<file path="src/rtl/dtlq_pkg.sv">
// Shared types, constants and helpers for the drop-tail link queue timer.
// No dependencies.
package dtlq_pkg;

  localparam int QUEUE_DEPTH = 16;
  localparam int IDX_W       = (QUEUE_DEPTH > 1) ? $clog2(QUEUE_DEPTH) : 1;
  localparam int CNT_W       = $clog2(QUEUE_DEPTH + 1);
  localparam int DIV_W       = 36;
  localparam int DIV_CNT_W   = $clog2(DIV_W);

  localparam logic [47:0] T48_MAX = 48'hFFFF_FFFF_FFFF;
  localparam logic [31:0] U32_MAX = 32'hFFFF_FFFF;

  localparam logic [2:0] KIND_PUSH      = 3'd0;
  localparam logic [2:0] KIND_POP       = 3'd1;
  localparam logic [2:0] KIND_INFLIGHT  = 3'd2;
  localparam logic [2:0] KIND_DELIVERED = 3'd3;
  localparam logic [2:0] KIND_DELAY     = 3'd4;

  localparam logic [1:0] ST_OK    = 2'd0;
  localparam logic [1:0] ST_DROP  = 2'd1;
  localparam logic [1:0] ST_EMPTY = 2'd2;

  localparam logic [1:0] CFG_LIMIT = 2'd0;
  localparam logic [1:0] CFG_PROP  = 2'd1;
  localparam logic [1:0] CFG_RATE  = 2'd2;

  typedef enum logic [1:0] {RD_HEAD, RD_TAIL, RD_WALK} rd_sel_t;
  typedef enum logic [1:0] {EV_NONE, EV_FULL, EV_FRAC} eval_t;

  typedef enum logic [3:0] {
    S_IDLE, S_DISPATCH, S_PUSH_DIV, S_POP, S_DELAY, S_WALK_RD, S_WALK_EVAL,
    S_MUL_HI, S_DIV_START, S_FRAC_DIV, S_DONE
  } state_t;

  typedef struct packed {
    logic    latch_in;
    logic    rd_en;
    rd_sel_t rd_sel;
    logic    drop;
    logic    flag_empty;
    logic    push_div_start;
    logic    push_commit;
    logic    pop_commit;
    logic    walk_add_full;
    logic    mul_lo;
    logic    mul_hi;
    logic    frac_div_start;
    logic    walk_add_q;
    logic    walk_next;
    logic    walk_finish;
    logic    delay_empty;
    logic    delay_eval;
    logic    out_load;
  } dp_cmd_t;

  typedef struct packed {
    logic [2:0] kind;
    logic       push_ok;
    logic       empty;
    logic       walk_more;
    eval_t      eval;
    logic       div_done;
  } dp_stat_t;

  // Ring position k entries past head.
  function automatic logic [IDX_W-1:0] slot_at(input logic [IDX_W-1:0] head,
                                               input logic [CNT_W-1:0] k);
    logic [IDX_W+1:0] sum;
    sum = (IDX_W+2)'(head) + (IDX_W+2)'(k);
    if (sum >= (IDX_W+2)'(QUEUE_DEPTH)) begin
      sum = sum - (IDX_W+2)'(QUEUE_DEPTH);
    end
    return sum[IDX_W-1:0];
  endfunction

endpackage

</file>
<file path="src/rtl/dtlq_ctrl.sv">
// Controller state machine: sequences each item and owns the handshakes.
// Depends on dtlq_pkg.
module dtlq_ctrl (
  input  logic               clk,
  input  logic               rst,
  input  logic               in_valid,
  output logic               in_stall,
  output logic               out_valid,
  input  logic               out_stall,
  input  dtlq_pkg::dp_stat_t stat,
  output dtlq_pkg::dp_cmd_t  cmd
);
  import dtlq_pkg::*;

  state_t state;
  state_t state_next;

  always_ff @(posedge clk) begin
    if (rst) begin
      state     <= S_IDLE;
      out_valid <= 1'b0;
    end else begin
      state <= state_next;
      if (cmd.out_load) out_valid <= 1'b1;
      else if (!out_stall) out_valid <= 1'b0;
    end
  end

  assign in_stall = (state != S_IDLE);

  always_comb begin
    state_next = state;
    case (state)
      S_IDLE: if (in_valid) state_next = S_DISPATCH;
      S_DISPATCH: begin
        case (stat.kind)
          KIND_PUSH:      state_next = stat.push_ok ? S_PUSH_DIV : S_DONE;
          KIND_POP:       state_next = stat.empty ? S_DONE : S_POP;
          KIND_INFLIGHT:  state_next = S_WALK_RD;
          KIND_DELIVERED: state_next = S_WALK_RD;
          KIND_DELAY:     state_next = stat.empty ? S_DONE : S_DELAY;
          default:        state_next = S_DONE;
        endcase
      end
      S_PUSH_DIV: if (stat.div_done) state_next = S_DONE;
      S_POP:      state_next = S_DONE;
      S_DELAY:    state_next = S_DONE;
      S_WALK_RD:  state_next = stat.walk_more ? S_WALK_EVAL : S_DONE;
      S_WALK_EVAL: begin
        case (stat.eval)
          EV_FRAC: state_next = S_MUL_HI;
          default: state_next = S_WALK_RD;
        endcase
      end
      S_MUL_HI:    state_next = S_DIV_START;
      S_DIV_START: state_next = S_FRAC_DIV;
      S_FRAC_DIV:  if (stat.div_done) state_next = S_WALK_RD;
      S_DONE:      if (!out_valid || !out_stall) state_next = S_IDLE;
      default:     state_next = S_IDLE;
    endcase
  end

  always_comb begin
    cmd        = '0;
    cmd.rd_sel = RD_HEAD;
    case (state)
      S_IDLE: cmd.latch_in = in_valid;
      S_DISPATCH: begin
        cmd.rd_en = 1'b1;
        case (stat.kind)
          KIND_PUSH: begin
            cmd.rd_sel         = RD_TAIL;
            cmd.drop           = !stat.push_ok;
            cmd.push_div_start = stat.push_ok;
          end
          KIND_POP: cmd.flag_empty = stat.empty;
          KIND_DELAY: begin
            cmd.rd_sel      = RD_TAIL;
            cmd.delay_empty = stat.empty;
          end
          default: ;
        endcase
      end
      S_PUSH_DIV: cmd.push_commit = stat.div_done;
      S_POP:      cmd.pop_commit = 1'b1;
      S_DELAY:    cmd.delay_eval = 1'b1;
      S_WALK_RD: begin
        cmd.rd_sel      = RD_WALK;
        cmd.rd_en       = stat.walk_more;
        cmd.walk_finish = !stat.walk_more;
      end
      S_WALK_EVAL: begin
        case (stat.eval)
          EV_FULL: begin
            cmd.walk_add_full = 1'b1;
            cmd.walk_next     = 1'b1;
          end
          EV_FRAC: cmd.mul_lo = 1'b1;
          default: cmd.walk_next = 1'b1;
        endcase
      end
      S_MUL_HI:    cmd.mul_hi = 1'b1;
      S_DIV_START: cmd.frac_div_start = 1'b1;
      S_FRAC_DIV: begin
        cmd.walk_add_q = stat.div_done;
        cmd.walk_next  = stat.div_done;
      end
      S_DONE:  cmd.out_load = !out_valid || !out_stall;
      default: ;
    endcase
  end

endmodule

</file>
<file path="config.mk">
export PLATFORM = sky130hd
export DESIGN_NAME = dtlq_ctrl
export DESIGN_NICKNAME = d
export VERILOG_FILES = /design/src/rtl/dtlq_pkg.sv /design/src/rtl/dtlq_ctrl.sv
export SDC_FILE = /design/constraint.sdc
export NUM_CORES = 1
export LEC_CHECK = 0
export BUFFER_PORTS_ARGS = -buffer_cell sky130_fd_sc_hd__buf_4
export CORE_MARGIN = 4
export CORE_UTILIZATION = 28
export DETAILED_ROUTE_END_ITERATION = 8
export PLACE_DENSITY_LB_ADDON = 0.12
export SYNTH_ARGS = -nofsm -noshare
export SYNTH_HDL_FRONTEND = slang
export SYNTH_SLANG_ARGS = --single-unit
</file>
<file path="constraint.sdc">
create_clock -name clk -period 1.9 [get_ports clk]
set_input_delay 0.57 -clock clk [delete_from_list [all_inputs] [get_ports clk]]
set_output_delay 0.57 -clock clk [all_outputs]
set_load 0.02 [all_outputs]
</file>
==> flow_metrics.py, run 1 <==
metrics = {
    "clock_tree": {
        "path_clk_slew_ns": 0.04,
        "root_buffer": "clkbuf_4",
        "ctsLongestPathBuffers": 2,
        "insertion_delay_ns": 0.25,
        "postCtsHoldBufs": 0,
        "cts-htree-levels": 1,
        "tritoncts": "yes",
        "cts_sinks": 5,
        "cts_buffers": 3,
    },
    "floorplanning": {
        "fp.coreArea_mm2": 0.00200,
        "initial_core_util_pct": 29.9,
        "io_pins": 34,
        "die_area_mm2": 0.00294,
        "row_count": 16,
        "die_w_um": 54.2,
        "fp.dieH_um": 54.2,
    },
    "synthesis": {
        "synth_top_family_by_area": "simple AND/OR/NAND/NOR gates",
        "synth.area.mux_share_pct": 1.67,
        "ys_seq_area_share_pct": 16.7,
        "synth-edff-count": 0,
        "synth_compound_area_share_pct": 28.7,
        "synthCells": 89,
        "synthesis.area_um2": 598,
        "synthSimpleGateAreaFrac_pct": 43.9,
        "async_reset_ff_share_pct": 0,
        "synth_warnings": 0,
        "syn_avg_cell_area_um2": 6.72,
        "synth_fa_ha_area_share_pct": 0,
        "ys_ff_latch": 5,
        "synthFlopType": "dfxtp_1",
        "synth_fp_nets": 102,
        "ys_types": 41,
        "synthXorXnorAreaFrac_pct": 0,
    },
    "timing": {
        "slew_violations": 0,
        "rsz0062_at_grt": "true",
        "worst_slew_pin_slew_ns": 0.355,
        "hold_viol": 0,
        "fmax_mhz": 482,
        "setup-tns-final_ns": -0.590,
        "finalCritPeriodShare_pct": 109,
        "finalSetupViolations": 6,
        "skew_ns": 0.00211,
        "min_period_ns": 2.07,
        "slew_headroom_pct": 76.1,
        "worst_slack_ns": -0.174,
    },
    "finish": {
        "drive_gt1_share_pct": 60.6,
        "fillers": 188,
        "nNetsFinal": 156,
        "layout_commonest_cell": "buf_4",
        "syn2layout_area_growth_pct": 100,
        "layout_common_cells": "buf_4, buf_6, nand2_1",
        "n_antenna_cell": 0,
    },
    "pwr": {
        "p_leak_uw": 0.000543,
        "total_power_uw": 1460,
        "pwr_density_cell_mw_per_mm2": 1220,
        "ir_drop_v": 0.000713,
    },
    "drt": {
        "wl_um": 2290,
        "vias_per_cell": 5.07,
        "drt-initial-drc-count": 9,
        "drcViolationCount": 0,
        "ant_nets": 0,
        "first_pass_iters": 4,
        "wl_per_cell_um": 13.5,
        "via_count": 857,
    },
    "placement": {
        "gp_congestion": 0.772,
        "port_buffers": 33,
        "hpwl_um": 1590,
    },
    "min_path": {
        "min_delay_worst_endpoint": "out_valid",
        "whs_path_depth": 2,
        "hold_path_class": "in2reg",
        "min_from": "rst",
    },
    "run": {
        "cap_violations": 0,
    },
    "outcome": {
        "failed_checks": "negative setup slack",
        "outcome": "complete, but fails checks",
    },
    "grt": {
        "grtUsageTotal_pct": 16.1,
        "antenna_found_initial": 0,
        "grt_max_degree": 14,
        "grt_pass1_wl_um": 3410,
        "grt_overflow_total": 0,
        "grt_pass1_vias": 790,
    },
    "critical_path": {
        "path_class": "in2out",
        "r2r_start": "state[1]",
        "end_kind": "primary output",
        "r2r-end": "state[1]",
        "r2r_slack_ns": 0.18,
        "cp_max_fo": 3,
        "cp.arrival_ns": 1.50,
        "start_kind": "input port",
        "critical_path.startpoint": "stat[6]",
        "critical_path_required_ns": 1.33,
        "reg2reg_depth": 6,
    },
}
state kept, by name (all words and copies together) (netlist names):
signal and count:
state 4, out_valid 1
cell families after synthesis:
kind of cell / Yosys count
AO/OA/AOI/OAI: 24
multiplexers: 1
flip-flops: 5
buffers and inverters: 12
AND/OR/NAND/NOR: 47
per-layer routing:
metal,GRT usage (%),part of all wire (%),vias up
met1,18.6,41,398
li1,-,-,432
met5,0,0,-
met4,4.98,1.1,0
met2,28.1,53,23
met3,4.90,5.2,4
critical path, stage by stage:
cell and delay, ns:
buf_6 0.09, or2_4 0.24, or2_4 0.27, inv_4 0.06, and3_4 0.16, buf_6 0.11
repair_timing:
| item | 4_1_cts | 5_1_grt |
|---|---|---|
| pin swaps | 5 | 4 |
| cloned | 0 | 0 |
| endpoints found under the hold margin | 0 | 0 |
| gates resized for setup | 19 | 10 |
| setup endpoints to repair | 10 | 12 |
| buffers inserted | 4 | 5 |
metrics by stage:
stage          std cells  hold slack (ns)  util, %  instance area (um2)  setup WS (ns)
4_1_cts              164            0.496     55.6                 1110         -0.176
2_1_floorplan         89            0.551        -                  648        -0.0439
6_report             169            0.507     59.8                 1200         -0.174
5_1_grt              169            0.498     59.8                 1200         -0.194
3_3_place_gp         156            0.483     49.8                  997         -0.207
3_5_place_dp         156            0.489     49.8                  997         -0.233
synthesized netlist by cell type (2+ instances only):
library cell | instances | area (um2)
clkbuf_1 | 2 | 7.51
a21oi_1 | 5 | 25.0
nor2_1 | 8 | 30.0
o211ai_1 | 2 | 15.0
nand2_1 | 9 | 33.8
nor2b_1 | 3 | 18.8
buf_2 | 3 | 15.0
nand3_1 | 2 | 10.0
o22ai_1 | 2 | 12.5
o2bb2ai_1 | 2 | 17.5
nor4_1 | 2 | 12.5
dfxtp_1 | 5 | 100
nor3_1 | 4 | 20.0
o21ai_0 | 4 | 20.0
inv_1 | 4 | 15.0
nand2b_1 | 5 | 31.3
and3_1 | 3 | 18.8
power breakdown:
| group | leakage [uW] | internal (uW) | total (uW) | switching [uW] |
|---|---|---|---|---|
| clock network | 0.0000150 | 79.7 | 128 | 48.2 |
| registers | 0.0000427 | 150 | 203 | 53.3 |
| logic | 0.000486 | 555 | 1130 | 574 |
| total | 0.000543 | 785 | 1460 | 676 |
how the worst max path moves through the flow:
| stage | cells past startpoint | slack, ns | to |
|---|---|---|---|
| global route | 6 | -0.19 | cmd[2] |
| global placement | 6 | -0.21 | cmd[2] |
| CTS | 6 | -0.18 | cmd[2] |
| floorplan | 4 | -0.04 | cmd[2] |
| detailed placement | 6 | -0.23 | cmd[2] |
| finish | 6 | -0.17 | cmd[2] |
cell type report:
| type | instances | area, um2 | area share (%) |
|---|---|---|---|
| Multi-Input combinational cell | 72 | 551 | 46.0 |
| Tap cell | 27 | 33.8 | 2.82 |
| Timing Repair Buffer | 56 | 458 | 38.2 |
| Sequential cell | 5 | 108 | 8.99 |
| Clock buffer | 4 | 26.3 | 2.19 |
| Inverter | 5 | 21.3 | 1.78 |
No activity file was read; power rests on OpenSTA's default activity.
==> run 2: changes to the inputs <==
- CORE_MARGIN: 4 -> 2
==> flow_metrics.py, run 2 (synthesis gave the netlist of run 1 again) <==
metrics = {
    "finish": {
        "layout_common_cells": "buf_4, buf_6, nand2_1",
        "fin_area_mm2": 0.00115,
        "layout_commonest_cell": "buf_4",
        "n_antenna_cell": 0,
        "drive_gt1_share_pct": 57.8,
        "syn2layout_area_growth_pct": 92.3,
        "largest_register_ffs": 4,
        "final-seq-area_um2": 108,
        "largest-register": "state",
        "nNetsFinal": 149,
        "fillers": 201,
        "largestRegisters": "state: 4 flops, out_valid: 1 flops",
        "multiInputGateArea_um2": 556,
    },
    "critical_path": {
        "r2r-end": "state[1]",
        "r2r_slack_ns": 0.18,
        "critical_path.startpoint": "stat[6]",
        "end_kind": "primary output",
        "crit_cells": 6,
        "start_kind": "input port",
        "cp_max_fo": 3,
        "r2r_start": "state[1]",
        "crit_family": "simple AND/OR/NAND/NOR gates",
        "critical_path_required_ns": 1.33,
        "crit_buf_inv": 3,
        "cp.arrival_ns": 1.49,
        "cp_slowest_cell": "or2_4",
        "slowest_delay_ns": 0.26,
        "crit_end": "cmd[2]",
        "reg2reg_depth": 6,
        "path_class": "in2out",
        "crit_chain": "buf_6 > or2_4 > or2_4 > inv_4 > and3_4 > buf_6",
    },
    "drt": {
        "wl_um": 1960,
        "m1WireLength_um": 864,
        "highest-signal-layer": "met4",
        "ant_nets": 0,
        "first_pass_iters": 2,
        "drt-initial-drc-count": 7,
        "vias_per_cell": 5.04,
        "drcViolationCount": 0,
        "wl_per_cell_um": 12.1,
        "via_count": 816,
        "wl_met2_um": 1010,
        "wl_met3_um": 72,
    },
    "timing": {
        "rsz0062_at_grt": "true",
        "hold_viol": 0,
        "finalSetupViolations": 5,
        "slew_headroom_pct": 83.1,
        "slew_violations": 0,
        "finalCritPeriodShare_pct": 108,
        "min_period_ns": 2.06,
        "fmax_mhz": 486,
        "worst_slew_pin_slew_ns": 0.252,
        "setup-tns-final_ns": -0.514,
        "skew_ns": 0.000197,
        "worst_slack_ns": -0.157,
    },
    "grt": {
        "grt_overflow_total": 0,
        "grt_pass1_vias": 747,
        "grtUsageTotal_pct": 16.1,
        "grt_pass1_wl_um": 3270,
        "antenna_found_initial": 0,
        "grt_max_degree": 17,
    },
    "outcome": {
        "outcome": "complete, but fails checks",
        "failed_checks": "negative setup slack",
    },
    "clock_tree": {
        "path_clk_slew_ns": 0.04,
        "ctsLongestPathBuffers": 2,
        "cts_buffers": 3,
        "root_buffer": "clkbuf_4",
        "postCtsHoldBufs": 0,
        "cts_sinks": 5,
        "cts-htree-levels": 1,
        "insertion_delay_ns": 0.23,
        "tritoncts": "yes",
    },
    "placement": {
        "port_buffers": 33,
        "pre_cts_slack_ns": -0.215,
        "hpwl_um": 1540,
        "gp_congestion": 0.748,
        "placed_cell_area_um2": 982,
    },
    "pwr": {
        "sw_frac_of_total_pct": 46.5,
        "total_power_uw": 1370,
        "combPwrFrac_pct": 77.4,
        "pwr-share-clk_pct": 8.6,
        "pwr-share-seq_pct": 14.0,
        "pwr_density_cell_mw_per_mm2": 1190,
        "p_switching_uw": 638,
        "p_leak_uw": 0.000509,
        "internal_power_uw": 735,
        "ir_drop_v": 0.000573,
    },
    "floorplanning": {
        "fp.dieH_um": 50.2,
        "die_area_mm2": 0.00252,
        "io_pins": 34,
        "fp.coreArea_mm2": 0.00198,
        "die_w_um": 50.2,
        "row_count": 16,
        "initial_core_util_pct": 30.2,
    },
    "min_path": {
        "hold_path_class": "reg2reg",
    },
    "run": {
        "cap_violations": 0,
    },
}
## run 2: changes by cell type in the layout (fill, tap and decap cells not counted), sizes merged
cell / previous run / this run
buf: 56 / 49
## run 2: through the flow
step | hold WS [ns] | cells | utilization (%)
after CTS | 0.490 | 161 | 54.4
after floorplan | 0.551 | 89 | -
after global routing | 0.517 | 162 | 58.0
after detailed placement | 0.485 | 154 | 49.6
after global placement | 0.482 | 154 | 49.6
final | 0.486 | 162 | 58.0
## run 2: worst register-to-register path: cells and delay by family (launching register included)
family                 cells  cell delay (ns)
AO/OA/AOI/OAI              3             0.42
buffers and inverters      1             0.22
flip-flops                 1             0.38
AND/OR/NAND/NOR            2             0.61
## run 2: routing by layer
metal  GRT usage (%)  vias up
met3            2.08        2
met4            2.78        0
met2            28.7       23
met5               0        -
met1            20.7      378
li1                -      413
## run 2: worst min path at each step
stage,start,end,slack (ns),depth (start not counted)
global placement,out_valid,out_valid,0.48,2
finish,out_valid,out_valid,0.49,2
global route,rst,out_valid,0.52,2
CTS,out_valid,out_valid,0.49,2
detailed placement,out_valid,out_valid,0.49,2
floorplan,out_valid,out_valid,0.55,2
## run 2: area by class of cell
cell class | count | share of cell area, %
repair buffers | 49 | 35.3
inverters | 5 | 1.85
flip-flops and latches | 5 | 9.36
well taps | 27 | 2.94
clock buffers | 4 | 2.29
multi-input cells | 72 | 48.3
## run 2: repair_timing
item                                    in CTS  in global routing
endpoints found under the hold margin        0                  0
pin swaps                                    4                  5
endpoints found under the setup margin       8                 10
resized for setup                           14                 15
setup buffers                                3                  1
## run 2: power groups by stage
stage / combinational (uW) / sequential [uW] / clock (uW)
after CTS: 966 / 173 / 125
after global routing: 1150 / 196 / 131
after floorplan: 569 / 153 / 0
after detailed placement: 888 / 167 / 0
after global placement: 883 / 168 / 0
final: 1060 / 192 / 118
==> run 3: changes to the inputs <==
- GPL_TIMING_DRIVEN: default -> 0
==> flow_metrics.py, run 3 (synthesis gave the netlist of run 1 again) <==
metrics = {
    "clock_tree": {
        "path_clk_slew_ns": 0.05,
        "cts_sinks": 5,
        "ctsLongestPathBuffers": 2,
        "root_buffer": "clkbuf_4",
        "cts-htree-levels": 1,
        "cts_buffers": 3,
        "postCtsHoldBufs": 0,
        "tritoncts": "yes",
        "insertion_delay_ns": 0.25,
    },
    "finish": {
        "syn2layout_area_growth_pct": 104,
        "fin_util_pct": 61.6,
        "nNetsFinal": 151,
        "layout_commonest_cell": "buf_4",
        "fin_area_mm2": 0.00122,
        "fillers": 179,
        "largest_register_ffs": 4,
        "largest-register": "state",
        "n_antenna_cell": 0,
        "largestRegisters": "state: 4 flops, out_valid: 1 flops",
        "layout_common_cells": "buf_4, buf_6, nand2_1",
        "drive_gt1_share_pct": 62.0,
    },
    "critical_path": {
        "cp_max_fo": 4,
        "end_kind": "primary output",
        "critical_path_required_ns": 1.33,
        "crit_chain": "buf_6 > or2_4 > or2_4 > inv_4 > and3_4 > buf_6",
        "cp_slowest_cell": "or2_4",
        "crit_family": "simple AND/OR/NAND/NOR gates",
        "start_kind": "input port",
        "slowest_delay_ns": 0.29,
        "crit_buf_inv": 3,
        "cp.arrival_ns": 1.53,
        "path_class": "in2out",
    },
    "timing": {
        "slew_headroom_pct": 82.1,
        "finalCritPeriodShare_pct": 110,
        "rsz0062_at_grt": "true",
        "hold_ws_ns": 0.488,
        "finalSetupViolations": 6,
        "hold_viol": 0,
        "worst_slew_pin_slew_ns": 0.266,
        "skew_ns": 0.00389,
        "fmax_mhz": 477,
        "slew_violations": 0,
        "min_period_ns": 2.10,
        "worst_slack_ns": -0.199,
    },
    "grt": {
        "grt_pass1_wl_um": 3470,
        "grt_overflow_total": 0,
        "antenna_found_initial": 0,
        "grt_max_degree": 11,
        "grt_pass1_vias": 798,
        "grtUsageTotal_pct": 17.7,
    },
    "pwr": {
        "ir_drop_v": 0.000590,
        "pwr_density_cell_mw_per_mm2": 1250,
        "p_leak_uw": 0.000537,
    },
    "drt": {
        "wl_um": 2290,
        "drt-initial-drc-count": 14,
        "vias_per_cell": 5.17,
        "wl_per_cell_um": 14.0,
        "first_pass_iters": 4,
        "via_count": 848,
        "drcViolationCount": 0,
        "ant_nets": 0,
    },
    "floorplanning": {
        "io_pins": 34,
        "die_w_um": 50.2,
        "fp.coreArea_mm2": 0.00198,
        "fp.dieH_um": 50.2,
        "row_count": 16,
        "die_area_mm2": 0.00252,
        "initial_core_util_pct": 30.2,
    },
    "run": {
        "cap_violations": 0,
    },
    "min_path": {
        "hold_path_class": "reg2reg",
    },
    "outcome": {
        "failed_checks": "negative setup slack",
        "outcome": "complete, but fails checks",
    },
    "placement": {
        "port_buffers": 33,
        "gp_congestion": 0.763,
        "hpwl_um": 1460,
        "placed_cell_area_um2": 930,
    },
}
run 3: worst paths after layout:
check                           startpoint        end  slack [ns]  cells after the start
worst max-delay path               stat[7]     cmd[2]       -0.20                      6
worst min-delay path             out_valid  out_valid        0.49                      2
worst max register to register    state[1]   state[1]        0.21                      7
worst min register to register   out_valid  out_valid        0.49                      2
run 3: worst register-to-register path: cells and delay by family (launching register included):
kind | cells | cell delay (ns)
buffers and inverters | 2 | 0.27
AOI/OAI and AO/OA | 3 | 0.42
and+or+nand+nor | 2 | 0.58
DFF | 1 | 0.33
run 3: cell type report:
class,count,area [um2],area share (%)
Inverter,5,26.3,2.15
Buffer,5,62.6,5.12
Clock buffer,4,26.3,2.15
Multi-Input combinational cell,72,572,46.8
Timing Repair Buffer,46,390,32.0
Tap cell,27,33.8,2.77
Sequential cell,5,110,9.02
run 3: per-layer routing:
layer  up-vias  routed length (um)  global-route usage, %
met4         0                   0                   3.70
met3         0                 104                   4.76
met2        24                1260                   30.5
li1        424                   -                      -
met5         -                   0                      0
met1       400                 928                   21.9
run 3: what timing repair did:
item	CTS	global route
pin swaps	8	5
endpoints found under the hold margin	0	0
setup buffers	10	3
gates resized for setup	28	23
setup endpoints to repair	17	19
run 3: power by group:
group / switching (uW) / internal [uW]
sequential: 63.5 / 150
clock: 46.9 / 79.6
combinational: 596 / 596
run 3: metrics by stage:
step / setup slack, ns / setup TNS (ns) / cells / power (uW)
finish: -0.199 / -0.818 / 164 / 1530
global route: -0.228 / -1.44 / 164 / 1630
CTS: -0.194 / -0.898 / 161 / 1370
detailed placement: -0.249 / -0.903 / 149 / 976
global placement: -0.246 / -1.00 / 149 / 966
floorplan: -0.0439 / -0.113 / 89 / 721
